<file path="config.mk">
export PLATFORM = sky130hd
export DESIGN_NAME = color_marker_extent_tracker_flat
export DESIGN_NICKNAME = d
export VERILOG_FILES = /design/src/hw/rtl/cmet_pkg.sv /design/src/hw/rtl/cmet_intf.sv /design/src/hw/rtl/cmet_front.sv /design/src/hw/rtl/cmet_queue.sv /design/src/hw/rtl/cmet_back.sv /design/src/hw/rtl/color_marker_extent_tracker.sv /design/src/flat_wrapper.sv
export VERILOG_INCLUDE_DIRS = /design/src /design/src/hw/rtl
export SDC_FILE = /design/constraint.sdc
export NUM_CORES = 1
export LEC_CHECK = 0
export BUFFER_PORTS_ARGS = -buffer_cell sky130_fd_sc_hd__buf_2
export CAP_MARGIN = 15
export CORE_UTILIZATION = 53
export DETAILED_ROUTE_END_ITERATION = 8
export PLACE_DENSITY = 0.81
export SLEW_MARGIN = 20
export SYNTH_ARGS = -nofsm -noshare
export SYNTH_HDL_FRONTEND = slang
export SYNTH_HIERARCHICAL = 1
export SYNTH_SLANG_ARGS = --single-unit
</file>
<file path="constraint.sdc">
create_clock -name clk_i -period 6.31 [get_ports clk_i]
set_clock_uncertainty 0.05 [all_clocks]
set_input_delay 0.631 -clock clk_i [delete_from_list [all_inputs] [get_ports clk_i]]
set_output_delay 0.631 -clock clk_i [all_outputs]
set_load 0.01 [all_outputs]
</file>
<file path="src/hw/rtl/color_marker_extent_tracker_assert.svh">
// ----------------------------------------------------------------------------
// Colour marker extent tracker - assertion macros
// Shared property wrappers, clocked on clk_i and disabled during reset.
// ----------------------------------------------------------------------------
`ifndef COLOR_MARKER_EXTENT_TRACKER_ASSERT_SVH
`define COLOR_MARKER_EXTENT_TRACKER_ASSERT_SVH

// Same-cycle implication
`define CMET_ASSERT_IMPL(lbl, ante, cons, msg) \
  lbl: assert property (@(posedge clk_i) disable iff (!rst_ni) (ante) |-> (cons)) \
    else $error(msg);

// Next-cycle implication
`define CMET_ASSERT_NEXT(lbl, ante, cons, msg) \
  lbl: assert property (@(posedge clk_i) disable iff (!rst_ni) (ante) |=> (cons)) \
    else $error(msg);

`endif

</file>
<file path="src/hw/rtl/cmet_pkg.sv">
// ----------------------------------------------------------------------------
// cmet_pkg
// Types, limits and colour thresholds of the colour marker extent tracker.
// ----------------------------------------------------------------------------
package cmet_pkg;

  localparam int unsigned CoordW = 10;
  localparam int unsigned LevelW = 8;
  localparam int unsigned StageW = 3;

  // Image limits; pixels at or beyond these get no colour flags
  localparam int unsigned MAX_ROWS = 1024;
  localparam int unsigned MAX_COLS = 1024;
  localparam int unsigned LimW     = 17;

  // Colour thresholds
  localparam logic [LevelW-1:0] HighMin      = LevelW'(100);
  localparam logic [LevelW-1:0] LowMax       = LevelW'(50);
  localparam logic [LevelW-1:0] YelBlueMax   = LevelW'(20);
  localparam logic [LevelW-1:0] PinkMin      = LevelW'(200);
  localparam logic [LevelW-1:0] PinkGreenMax = LevelW'(150);

  // Queue between front and back
  localparam int unsigned QDepth = 2;
  localparam int unsigned QPtrW  = $clog2(QDepth);
  localparam int unsigned QCntW  = $clog2(QDepth + 1);

  typedef logic [CoordW-1:0] coord_t;
  typedef logic [LevelW-1:0] level_t;

  typedef enum logic [StageW-1:0] {
    StageNone   = 3'd0,
    StageRed    = 3'd1,
    StageGreen  = 3'd2,
    StageYellow = 3'd3,
    StagePink   = 3'd4
  } stage_e;

  typedef struct packed {
    coord_t pixel_row;
    coord_t pixel_col;
    level_t blue_level;
    level_t green_level;
    level_t red_level;
    logic   frame_end;
  } pixel_t;

  typedef struct packed {
    coord_t              red_right_col;
    coord_t              red_top_row;
    coord_t              green_left_col;
    coord_t              green_bottom_row;
    coord_t              yellow_right_col;
    coord_t              yellow_top_row;
    coord_t              pink_left_col;
    coord_t              pink_bottom_row;
    logic [StageW-1:0]   stage_reached;
  } result_t;

  // Classified request handed from front to back
  typedef struct packed {
    coord_t row;
    coord_t col;
    logic   is_red;
    logic   is_green;
    logic   is_yellow;
    logic   is_pink;
    logic   last;
  } entry_t;

  typedef struct packed {
    logic [QCntW-1:0] count;
    logic             full;
  } q_stat_t;

endpackage

</file>
<file path="src/hw/rtl/cmet_intf.sv">
// ----------------------------------------------------------------------------
// cmet_intf
// Valid/ready channels for pixel requests and extent results.
// ----------------------------------------------------------------------------
interface cmet_pix_if;
  import cmet_pkg::*;
  logic   valid;
  logic   ready;
  pixel_t data;
  modport source (output valid, output data, input ready);
  modport sink   (input valid, input data, output ready);
endinterface

interface cmet_res_if;
  import cmet_pkg::*;
  logic    valid;
  logic    ready;
  result_t data;
  modport source (output valid, output data, input ready);
  modport sink   (input valid, input data, output ready);
endinterface

</file>
<file path="src/hw/rtl/cmet_front.sv">
// ----------------------------------------------------------------------------
// cmet_front
// Accept pixel requests and classify them into colour flags.
// ----------------------------------------------------------------------------
module cmet_front (
  cmet_pix_if.sink          pix_i,
  input  cmet_pkg::q_stat_t stat_i,
  output logic              push_o,
  output cmet_pkg::entry_t  entry_o
);
  import cmet_pkg::*;

  logic   in_img;
  logic   red, green, yellow;
  pixel_t px;

  assign px = pix_i.data;

  assign pix_i.ready = !stat_i.full;
  assign push_o      = pix_i.valid && !stat_i.full;

  always_comb begin
    in_img = ({{(LimW-CoordW){1'b0}}, px.pixel_row} < LimW'(MAX_ROWS)) &&
             ({{(LimW-CoordW){1'b0}}, px.pixel_col} < LimW'(MAX_COLS));
    red    = (px.red_level >= HighMin) && (px.blue_level < LowMax) &&
             (px.green_level < LowMax);
    green  = !red && (px.green_level >= HighMin) && (px.blue_level < LowMax) &&
             (px.red_level < LowMax);
    yellow = !red && !green && (px.blue_level < YelBlueMax) &&
             (px.green_level >= HighMin) && (px.red_level >= HighMin);

    entry_o.row       = px.pixel_row;
    entry_o.col       = px.pixel_col;
    entry_o.is_red    = in_img && red;
    entry_o.is_green  = in_img && green;
    entry_o.is_yellow = in_img && yellow;
    entry_o.is_pink   = in_img && (px.blue_level >= PinkMin) &&
                        (px.green_level < PinkGreenMax) && (px.red_level >= PinkMin);
    entry_o.last      = px.frame_end;
  end

endmodule

</file>
<file path="src/hw/rtl/cmet_queue.sv">
// ----------------------------------------------------------------------------
// cmet_queue
// Short request queue decoupling the classifier from the tracker.
// ----------------------------------------------------------------------------
module cmet_queue (
  input  logic              clk_i,
  input  logic              rst_ni,
  input  logic              push_i,
  input  cmet_pkg::entry_t  entry_i,
  output cmet_pkg::q_stat_t stat_o,
  output logic              valid_o,
  input  logic              ready_i,
  output cmet_pkg::entry_t  entry_o
);
  import cmet_pkg::*;

  entry_t           mem_q [QDepth];
  logic [QPtrW-1:0] wr_q, wr_d, rd_q, rd_d;
  logic [QCntW-1:0] cnt_q, cnt_d;
  logic             pop;

  assign valid_o      = (cnt_q != '0);
  assign pop          = valid_o && ready_i;
  assign entry_o      = mem_q[rd_q];
  assign stat_o.count = cnt_q;
  assign stat_o.full  = (cnt_q == QCntW'(QDepth));

  always_comb begin
    wr_d  = wr_q;
    rd_d  = rd_q;
    cnt_d = cnt_q;
    if (push_i) begin
      wr_d = (wr_q == QPtrW'(QDepth - 1)) ? '0 : wr_q + 1'b1;
    end
    if (pop) begin
      rd_d = (rd_q == QPtrW'(QDepth - 1)) ? '0 : rd_q + 1'b1;
    end
    if (push_i && !pop) begin
      cnt_d = cnt_q + 1'b1;
    end else if (pop && !push_i) begin
      cnt_d = cnt_q - 1'b1;
    end
  end

  always_ff @(posedge clk_i or negedge rst_ni) begin
    if (!rst_ni) begin
      wr_q  <= '0;
      rd_q  <= '0;
      cnt_q <= '0;
    end else begin
      wr_q  <= wr_d;
      rd_q  <= rd_d;
      cnt_q <= cnt_d;
    end
  end

  always_ff @(posedge clk_i) begin
    if (push_i) begin
      mem_q[wr_q] <= entry_i;
    end
  end

endmodule

</file>
<file path="src/hw/rtl/cmet_back.sv">
// ----------------------------------------------------------------------------
// cmet_back
// Track colour order and extents; emit and clear at frame end.
// ----------------------------------------------------------------------------
module cmet_back (
  input  logic             clk_i,
  input  logic             rst_ni,
  input  logic             valid_i,
  input  cmet_pkg::entry_t entry_i,
  output logic             ready_o,
  cmet_res_if.source       res_o
);
  import cmet_pkg::*;

  stage_e  stage_q, stage_d;
  coord_t  red_top_q, red_top_d, red_right_q, red_right_d;
  coord_t  grn_first_q, grn_first_d, grn_left_q, grn_left_d, grn_bot_q, grn_bot_d;
  coord_t  yel_top_q, yel_top_d, yel_right_q, yel_right_d;
  coord_t  pnk_first_q, pnk_first_d, pnk_left_q, pnk_left_d, pnk_bot_q, pnk_bot_d;
  result_t res_q, res_d;
  logic    res_valid_q, res_valid_d;
  logic    pop;

  // A last request needs the result register free; others always go
  assign ready_o     = !entry_i.last || !res_valid_q || res_o.ready;
  assign pop         = valid_i && ready_o;
  assign res_o.valid = res_valid_q;
  assign res_o.data  = res_q;

  always_comb begin
    stage_d     = stage_q;
    red_top_d   = red_top_q;
    red_right_d = red_right_q;
    grn_first_d = grn_first_q;
    grn_left_d  = grn_left_q;
    grn_bot_d   = grn_bot_q;
    yel_top_d   = yel_top_q;
    yel_right_d = yel_right_q;
    pnk_first_d = pnk_first_q;
    pnk_left_d  = pnk_left_q;
    pnk_bot_d   = pnk_bot_q;
    res_d       = res_q;
    res_valid_d = res_valid_q && !res_o.ready;

    if (pop) begin
      if (entry_i.is_red) begin
        if (stage_d == StageNone) begin
          stage_d   = StageRed;
          red_top_d = entry_i.row;
        end
        if (red_right_d < entry_i.col) red_right_d = entry_i.col;
      end
      if (entry_i.is_green) begin
        if (stage_d == StageRed) begin
          stage_d     = StageGreen;
          grn_first_d = entry_i.row;
          grn_left_d  = entry_i.col;
        end
        if (entry_i.col < grn_left_d) grn_left_d = entry_i.col;
        if (grn_first_d < entry_i.row) grn_bot_d = entry_i.row;
      end
      if (entry_i.is_yellow) begin
        if (stage_d == StageGreen) begin
          stage_d   = StageYellow;
          yel_top_d = entry_i.row;
        end
        if (yel_right_d < entry_i.col) yel_right_d = entry_i.col;
      end
      if (entry_i.is_pink) begin
        if (stage_d == StageYellow) begin
          stage_d     = StagePink;
          pnk_first_d = entry_i.row;
          pnk_left_d  = entry_i.col;
        end
        if (entry_i.col < pnk_left_d) pnk_left_d = entry_i.col;
        if (pnk_first_d < entry_i.row) pnk_bot_d = entry_i.row;
      end

      if (entry_i.last) begin
        res_d.red_right_col    = red_right_d;
        res_d.red_top_row      = red_top_d;
        res_d.green_left_col   = grn_left_d;
        res_d.green_bottom_row = grn_bot_d;
        res_d.yellow_right_col = yel_right_d;
        res_d.yellow_top_row   = yel_top_d;
        res_d.pink_left_col    = pnk_left_d;
        res_d.pink_bottom_row  = pnk_bot_d;
        res_d.stage_reached    = StageW'(stage_d);
        res_valid_d            = 1'b1;
        // Clear for the next frame
        stage_d     = StageNone;
        red_top_d   = '0;
        red_right_d = '0;
        grn_first_d = '0;
        grn_left_d  = '0;
        grn_bot_d   = '0;
        yel_top_d   = '0;
        yel_right_d = '0;
        pnk_first_d = '0;
        pnk_left_d  = '0;
        pnk_bot_d   = '0;
      end
    end
  end

  always_ff @(posedge clk_i or negedge rst_ni) begin
    if (!rst_ni) begin
      stage_q     <= StageNone;
      red_top_q   <= '0;
      red_right_q <= '0;
      grn_first_q <= '0;
      grn_left_q  <= '0;
      grn_bot_q   <= '0;
      yel_top_q   <= '0;
      yel_right_q <= '0;
      pnk_first_q <= '0;
      pnk_left_q  <= '0;
      pnk_bot_q   <= '0;
      res_valid_q <= 1'b0;
    end else begin
      stage_q     <= stage_d;
      red_top_q   <= red_top_d;
      red_right_q <= red_right_d;
      grn_first_q <= grn_first_d;
      grn_left_q  <= grn_left_d;
      grn_bot_q   <= grn_bot_d;
      yel_top_q   <= yel_top_d;
      yel_right_q <= yel_right_d;
      pnk_first_q <= pnk_first_d;
      pnk_left_q  <= pnk_left_d;
      pnk_bot_q   <= pnk_bot_d;
      res_valid_q <= res_valid_d;
    end
  end

  always_ff @(posedge clk_i) begin
    res_q <= res_d;
  end

endmodule

</file>
<file path="src/hw/rtl/color_marker_extent_tracker.sv">
// ----------------------------------------------------------------------------
// color_marker_extent_tracker
// Colour marker order and extent tracking over a raster pixel stream.
// ----------------------------------------------------------------------------
// Usage:
//   pix_i carries one BGR pixel request with its row, column and a frame_end
//   flag; res_o carries one extent result per frame, sent on the request
//   that has frame_end set. Both are valid/ready channels.
//   Throughput: one pixel request per cycle while the queue is not full. The
//   front classifies in the accept cycle; the back tracker registers its
//   extents as it takes each request. Result path: a frame_end request goes
//   through the two-entry queue, then the result register, to res_o.
//   Stall: while a result waits in the output register, non-final pixels
//   keep flowing; only a second frame_end waits in the queue, and the
//   queue backs up to pix_i.ready once both entries are held.
//   Reset: rst_ni clears the order stage, all extents, the queue and the
//   result valid flag; the block is ready once reset is released.
// ----------------------------------------------------------------------------
`include "color_marker_extent_tracker_assert.svh"

module color_marker_extent_tracker (
  input  logic       clk_i,
  input  logic       rst_ni,
  cmet_pix_if.sink   pix_i,
  cmet_res_if.source res_o
);
  import cmet_pkg::*;

  logic    push;
  entry_t  push_entry;
  q_stat_t q_stat;
  logic    q_valid;
  logic    q_ready;
  entry_t  q_entry;

  // Front: accept and classify
  cmet_front u_front (
    .pix_i   (pix_i),
    .stat_i  (q_stat),
    .push_o  (push),
    .entry_o (push_entry)
  );

  // Hold classified requests so each side may stall on its own
  cmet_queue u_queue (
    .clk_i   (clk_i),
    .rst_ni  (rst_ni),
    .push_i  (push),
    .entry_i (push_entry),
    .stat_o  (q_stat),
    .valid_o (q_valid),
    .ready_i (q_ready),
    .entry_o (q_entry)
  );

  // Back: advance stage, track extents, emit at frame end
  cmet_back u_back (
    .clk_i   (clk_i),
    .rst_ni  (rst_ni),
    .valid_i (q_valid),
    .entry_i (q_entry),
    .ready_o (q_ready),
    .res_o   (res_o)
  );

  `CMET_ASSERT_IMPL(a_q_bound, 1'b1, q_stat.count <= QCntW'(QDepth), "queue overfilled")
  `CMET_ASSERT_IMPL(a_full_block, q_stat.full, !pix_i.ready, "request taken while queue full")
  `CMET_ASSERT_NEXT(a_res_src, !res_o.valid && !(q_valid && q_ready && q_entry.last),
                    !res_o.valid, "result without frame end")
  `CMET_ASSERT_IMPL(a_stage_range, res_o.valid, res_o.data.stage_reached <= StageW'(StagePink),
                    "stage out of range")

endmodule
</file>
<file path="src/flat_wrapper.sv">
// flat-port wrapper written by rule: the top's interface ports become plain ports
module color_marker_extent_tracker_flat import cmet_pkg::*;
  (clk_i, rst_ni, pix_i_valid, pix_i_data, pix_i_ready, res_o_valid, res_o_data, res_o_ready);
  cmet_pix_if pix_i_i ();
  cmet_res_if res_o_i ();
  input  logic clk_i;
  input  logic rst_ni;
  input wire logic [$bits(pix_i_i.valid)-1:0] pix_i_valid;
  input wire logic [$bits(pix_i_i.data)-1:0] pix_i_data;
  output wire logic [$bits(pix_i_i.ready)-1:0] pix_i_ready;
  output wire logic [$bits(res_o_i.valid)-1:0] res_o_valid;
  output wire logic [$bits(res_o_i.data)-1:0] res_o_data;
  input wire logic [$bits(res_o_i.ready)-1:0] res_o_ready;
  assign pix_i_i.valid = pix_i_valid;
  assign pix_i_i.data = pix_i_data;
  assign pix_i_ready = pix_i_i.ready;
  assign res_o_valid = res_o_i.valid;
  assign res_o_data = res_o_i.data;
  assign res_o_i.ready = res_o_ready;
  color_marker_extent_tracker u_core (.clk_i(clk_i), .rst_ni(rst_ni), .pix_i(pix_i_i), .res_o(res_o_i));
endmodule
</file>
### Yosys cells after proc, flatten, opt, wreduce, memory -nomap -nowiden

Memories as Yosys holds them, arrays and structs flattened.
Cells that the tools add are included.

| storage, ports and cells | value |
|---|---|
| word-level logic and storage cells | 142 |
| output and inout bits | 85 |
| memory bits (writable) | 50 |
| input port bits | 49 |
| register bits | 191 |
| memories | 1 |

| cells by class | value |
|---|---|
| reductions and logical operators | 34 |
| $add $sub $neg | 4 |
| muxes and demuxes | 60 |
| order comparisons | 15 |
| equality and inequality tests | 4 |

Memories:

| name | depth | width | read ports | clocked after memory_dff | write ports | RTL line | text |
|---|---|---|---|---|---|---|---|
| u_core.u_queue.mem_q | 2 | 25 | 1 | 0 | 1 | cmet_queue.sv:17 | `entry_t mem_q [QDepth];` |

Operator list:

| cell | number |
|---|---|
| $mux 10 | 40 |
| $lt 10x10->1 | 6 |
| $mux 3 | 12 |
| $lt 8x6->1 const B | 3 |
| $ge 8x7->1 const B | 2 |
| $ge 8x8->1 const B | 2 |
| $logic_and 1x1->1 | 16 |
| $logic_not 1->1 | 8 |
| $lt 8x5->1 const B | 1 |
| $lt 8x8->1 const B | 1 |
| $reduce_bool 2->1 | 4 |
| $eq 3x2->1 const B | 2 |
| $mux 1 | 6 |
| $reduce_and 2->1 | 3 |
| $mux 2 | 2 |
| $eq 3x1->1 const B | 1 |
| $logic_not 3->1 | 1 |
| $add 1x1->1 const B | 2 |
| $add 2x1->2 const B | 1 |
| $eq 2x2->1 const B | 1 |
| $logic_or 1x1->1 | 2 |
| $sub 2x1->2 const B | 1 |

### Longest topological paths before layout

An unclocked memory read counts as a cell.

| depth | value |
|---|---|
| word-level depth | 22 |
| depth in mapped cells | 17 |
| mapped depth without buffers | 12 |

### Modules after synthesis

The synthesis kept the hierarchy.

By module, submodules not included:

| module | seq. area each (um^2) | cells each | instances | area an instance (um^2) |
|---|---|---|---|---|
| cmet_back | 5094.9 | 695 | 1 | 9170.0 |
| cmet_queue | 1601.5 | 94 | 1 | 2095.8 |
| cmet_front | 0.0 | 51 | 1 | 344.1 |

### Worst setup path before layout

No wires, ideal clock.

| timing path | value |
|---|---|
| path type | register to register |
| from | reg u_core.u_queue.rd_q |
| to | reg u_core.u_back.res_q (netlist bit u_core/u_back/res_o.data[0]) (enable) |
| library setup time | 0.527 ns |
| buffers on the path | 6 |
| slack | 0.460 ns |
| cell stages (with the launch flop) | 10 |
| period minus slack after synthesis | 5.850 ns |
| data arrival time | 5.273 ns |
| data required time | 5.733 ns |
| cell sequence | dfrtp_1 -> buf_6 -> buf_12 -> mux2_4 -> clkbuf_1 -> nor2b_1 -> clkbuf_1 -> clkbuf_1 -> buf_1 -> nor2_1 |

RTL lines:

| element | RTL line | text |
|---|---|---|
| start: declaration | cmet_queue.sv:18 | `logic [QPtrW-1:0] wr_q, wr_d, rd_q, rd_d;` |
| start signal: assignment | cmet_queue.sv:52 | `rd_q <= rd_d;` |
| end signal: assignment | cmet_back.sv:137 | `res_q <= res_d;` |
| end: declaration | cmet_back.sv:20 | `result_t res_q, res_d;` |

==> flow_summary.ini <==
[clock_network]
worst_skew_pair.late_latency_ns = 0.51
cts_tree = done
cts_sinks = 241
cts-root-buf = clkbuf_16
cts_setup_buffers = 0
clk_pin_slew_ns = 0.06
cts_buffers = 24
ctsResizeCount = 0
cts.path.max_buffers = 3
ctsHoldBuffers = 0
htree_num_levels = 1

[timing]
whs_ns = 0.0734
tightest_slew_ns = 1.03
fin_crit_sh_pct = 76.1
finalMaxSlewViolations = 0
final.setup.tns_ns = 0
max_freq_mhz = 208
slew_headroom_pct = 31.2
finalSetupViolations = 0
hold_violations = 0
finalCriticalPeriod_ns = 4.80
rsz0062_at_grt = no

[cells_and_area]
fillers = 1589
finalNetCount = 1039
final_common_cell = edfxtp_1
layout_common_cells = edfxtp_1 (133), buf_2 (129), dfrtp_1 (108)
layout-drive-gt1-share_pct = 31.2
area_delta_synth_final_pct = 12.9
antenna_cells = 0

[power_and_ir_drop]
leakage_nw = 5.63
p_per_area_nw_per_um2 = 635
p_sw_share_pct = 38.9
ir_worst_vdd_v = 0.000404
p_seq_share_pct = 33.0
pwr-share-comb_pct = 50.0
p_int_mw = 5.08
power.switching_mw = 3.24
power.share.clock_pct = 16.9

[yosys]
yosysWarnings = 6
yosysTopAreaCell = edfxtp_1
synth_async_sr_flop_share_pct = 44.8
synthTopCellsByArea = edfxtp_1 (34%), dfrtp_1 (23%), mux2_2 (8.0%)
synth_area_um2 = 11600
syn_nets = 944
syn_area_per_cell_um2 = 13.8
ys_seq_elements = 241
ys_seq_area_share_pct = 57.7
synth_cell_type_count = 61
synth_ff_type = edfxtp_1
synth-edff-count = 133
yosys.area.top_type_share_pct = 34.4
syn_inst = 840

[routing]
drc = 0
routed_wirelength_mm = 23.9
via_count = 7372
viasPerCell = 6.00
initialDrtViolationCount = 479
wl_per_cell_um = 19.5
ant_nets = 0
drt_pre_antenna_iters = 5

[die]
die_y_um = 150
rows = 53
pin_count = 134
core_region_area_um2 = 21200
initial_utilization_pct = 54.7
dieArea_um2 = 22500
die_x_um = 150

[placed_design]
gp_congestion = 0.848
post-dp-hpwl_mm = 15.7
port_buffers = 130

[worst_setup_path]
path_class = register to register
end_kind = register
r2r-start = u_core/u_queue/rd_q
critical_path.max_fanout = 25
cp.required_ns = 6.70
worstPathArrival_ns = 5.19
startpoint = u_core/u_queue/rd_q
cp-start-kind = register

[grt]
grt_pass1_wl_mm = 38.3
grt_max_degree = 86
gr-total-overflow = 0
grt_pass1_vias = 7300
grt_antenna_before_repair = 1
grt_usage_pct = 21.7

[hold_path]
hp-class = input pin to asynchronous set/reset pin

[flow_run]
drv_cap = 0

[outcome]
status = finished clean
-- path summary, 6_finish.rpt --
kind                       cells after the start  slack, ns                      endpoint
setup / recovery                              14       1.51    u_core/u_back/pnk_bot_q[1]
max in group asynchronous                      2       4.86  u_core/u_back/grn_first_q[5]
hold reg to reg                                1       0.43       u_core/u_queue/cnt_q[1]
hold / removal                                 1       0.07   u_core/u_back/pnk_left_q[3]
setup reg to reg                              14       1.51    u_core/u_back/pnk_bot_q[1]
min in group clk_i                             1       0.26   u_core/u_queue/mem_q[0][12]
-- power groups by stage --
stage | registers, mW | clock network (mW) | logic, mW
CTS | 2.76 | 1.44 | 4.10
detailed placement | 2.78 | 0 | 4.06
global route | 2.81 | 1.51 | 4.55
global placement | 2.76 | 0 | 3.94
finish | 2.75 | 1.41 | 4.16
floorplan | 2.91 | 0 | 2.89
-- cells in the mapped netlist (5+ instances only) --
master    number
buf_4         25
nor3_1        11
a32o_1        57
clkbuf_1      33
a22o_1        42
a21oi_1       17
nor2_1        13
buf_2          9
nor2b_1        5
o21ai_1        6
nand3_1        5
nand4_1        6
ha_1          55
mux2_4        19
mux2_2        82
o21ai_0       37
mux2i_1       18
buf_1          5
edfxtp_1     133
inv_1         32
a21o_1         6
o21a_1         7
a211oi_1       7
nand2_1       37
dfrtp_1      108
-- registers in the layout, indices dropped and copies added, names as in the netlist --
name / count
u_core/u_back/res_o.data: 83
u_core/u_queue/mem_q: 50
u_core/u_back/grn_bot_q: 10
u_core/u_back/grn_first_q: 10
u_core/u_back/grn_left_q: 10
u_core/u_back/pnk_bot_q: 10
u_core/u_back/pnk_first_q: 10
u_core/u_back/pnk_left_q: 10
u_core/u_back/red_right_q: 10
u_core/u_back/red_top_q: 10
u_core/u_back/yel_right_q: 10
u_core/u_back/yel_top_q: 10
u_core/u_back/stage_q: 3
u_core/u_queue/cnt_q: 2
u_core/u_back/res_o.valid: 1
u_core/u_queue/rd_q: 1
u_core/u_queue/wr_q: 1
-- worst max-delay path, stage by stage (launching register included) --
cell      delay (ns)
dfrtp_1         0.35
buf_4           0.40
mux2_4          0.36
o21a_1          0.18
o21a_1          0.14
and2_0          0.60
buf_4           0.37
mux2_2          0.39
ha_1            0.31
nand4_1         0.13
a211oi_1        0.25
nor3_2          0.08
buf_4           0.22
o21ai_1         0.64
a32o_1          0.23
-- cell families (layout without fill, tap and decap cells) --
kind of cell               count (synthesis)  in the layout  share of synthesized area (%)
xor gates and xnor gates                   5              5                          0.377
adders and majority gates                 55             55                           5.93
and+or+nand+nor                           98             98                           4.22
buffers and inverters                    109            222                           4.90
muxes                                    122            122                           12.3
DFF                                      241            241                           57.7
AOI/OAI and AO/OA                        210            210                           14.6
-- layout make-up --
| cell class | count | area (um2) | share of cell area (%) |
|---|---|---|---|
| Clock inverter | 6 | 78.8 | 0.601 |
| Tap cell | 275 | 344 | 2.63 |
| Multi-Input combinational cell | 490 | 4370 | 33.3 |
| Sequential cell | 241 | 6700 | 51.1 |
| Clock buffer | 38 | 704 | 5.38 |
| Timing Repair Buffer | 146 | 793 | 6.05 |
| Inverter | 32 | 120 | 0.917 |
-- routing by layer --
layer	up-vias	GRT usage, %	part of all wire [%]
met2	250	34.7	47
met3	38	4.30	6.4
li1	3421	-	-
met1	3663	30.3	45
met5	-	0	0
met4	0	5.96	2.0
-- stage by stage --
step	utilization (%)	cells	instance area [um2]	total power, mW	setup slack, ns
6_report	61.8	1228	13100	8.32	1.51
3_3_place_gp	57.9	1182	12300	6.71	1.75
3_5_place_dp	57.9	1182	12300	6.84	1.62
4_1_cts	61.6	1226	13100	8.30	1.59
5_1_grt	61.8	1228	13100	8.86	1.19
2_1_floorplan	-	840	11600	5.80	0.460
(Power assumes the default switching activity.)
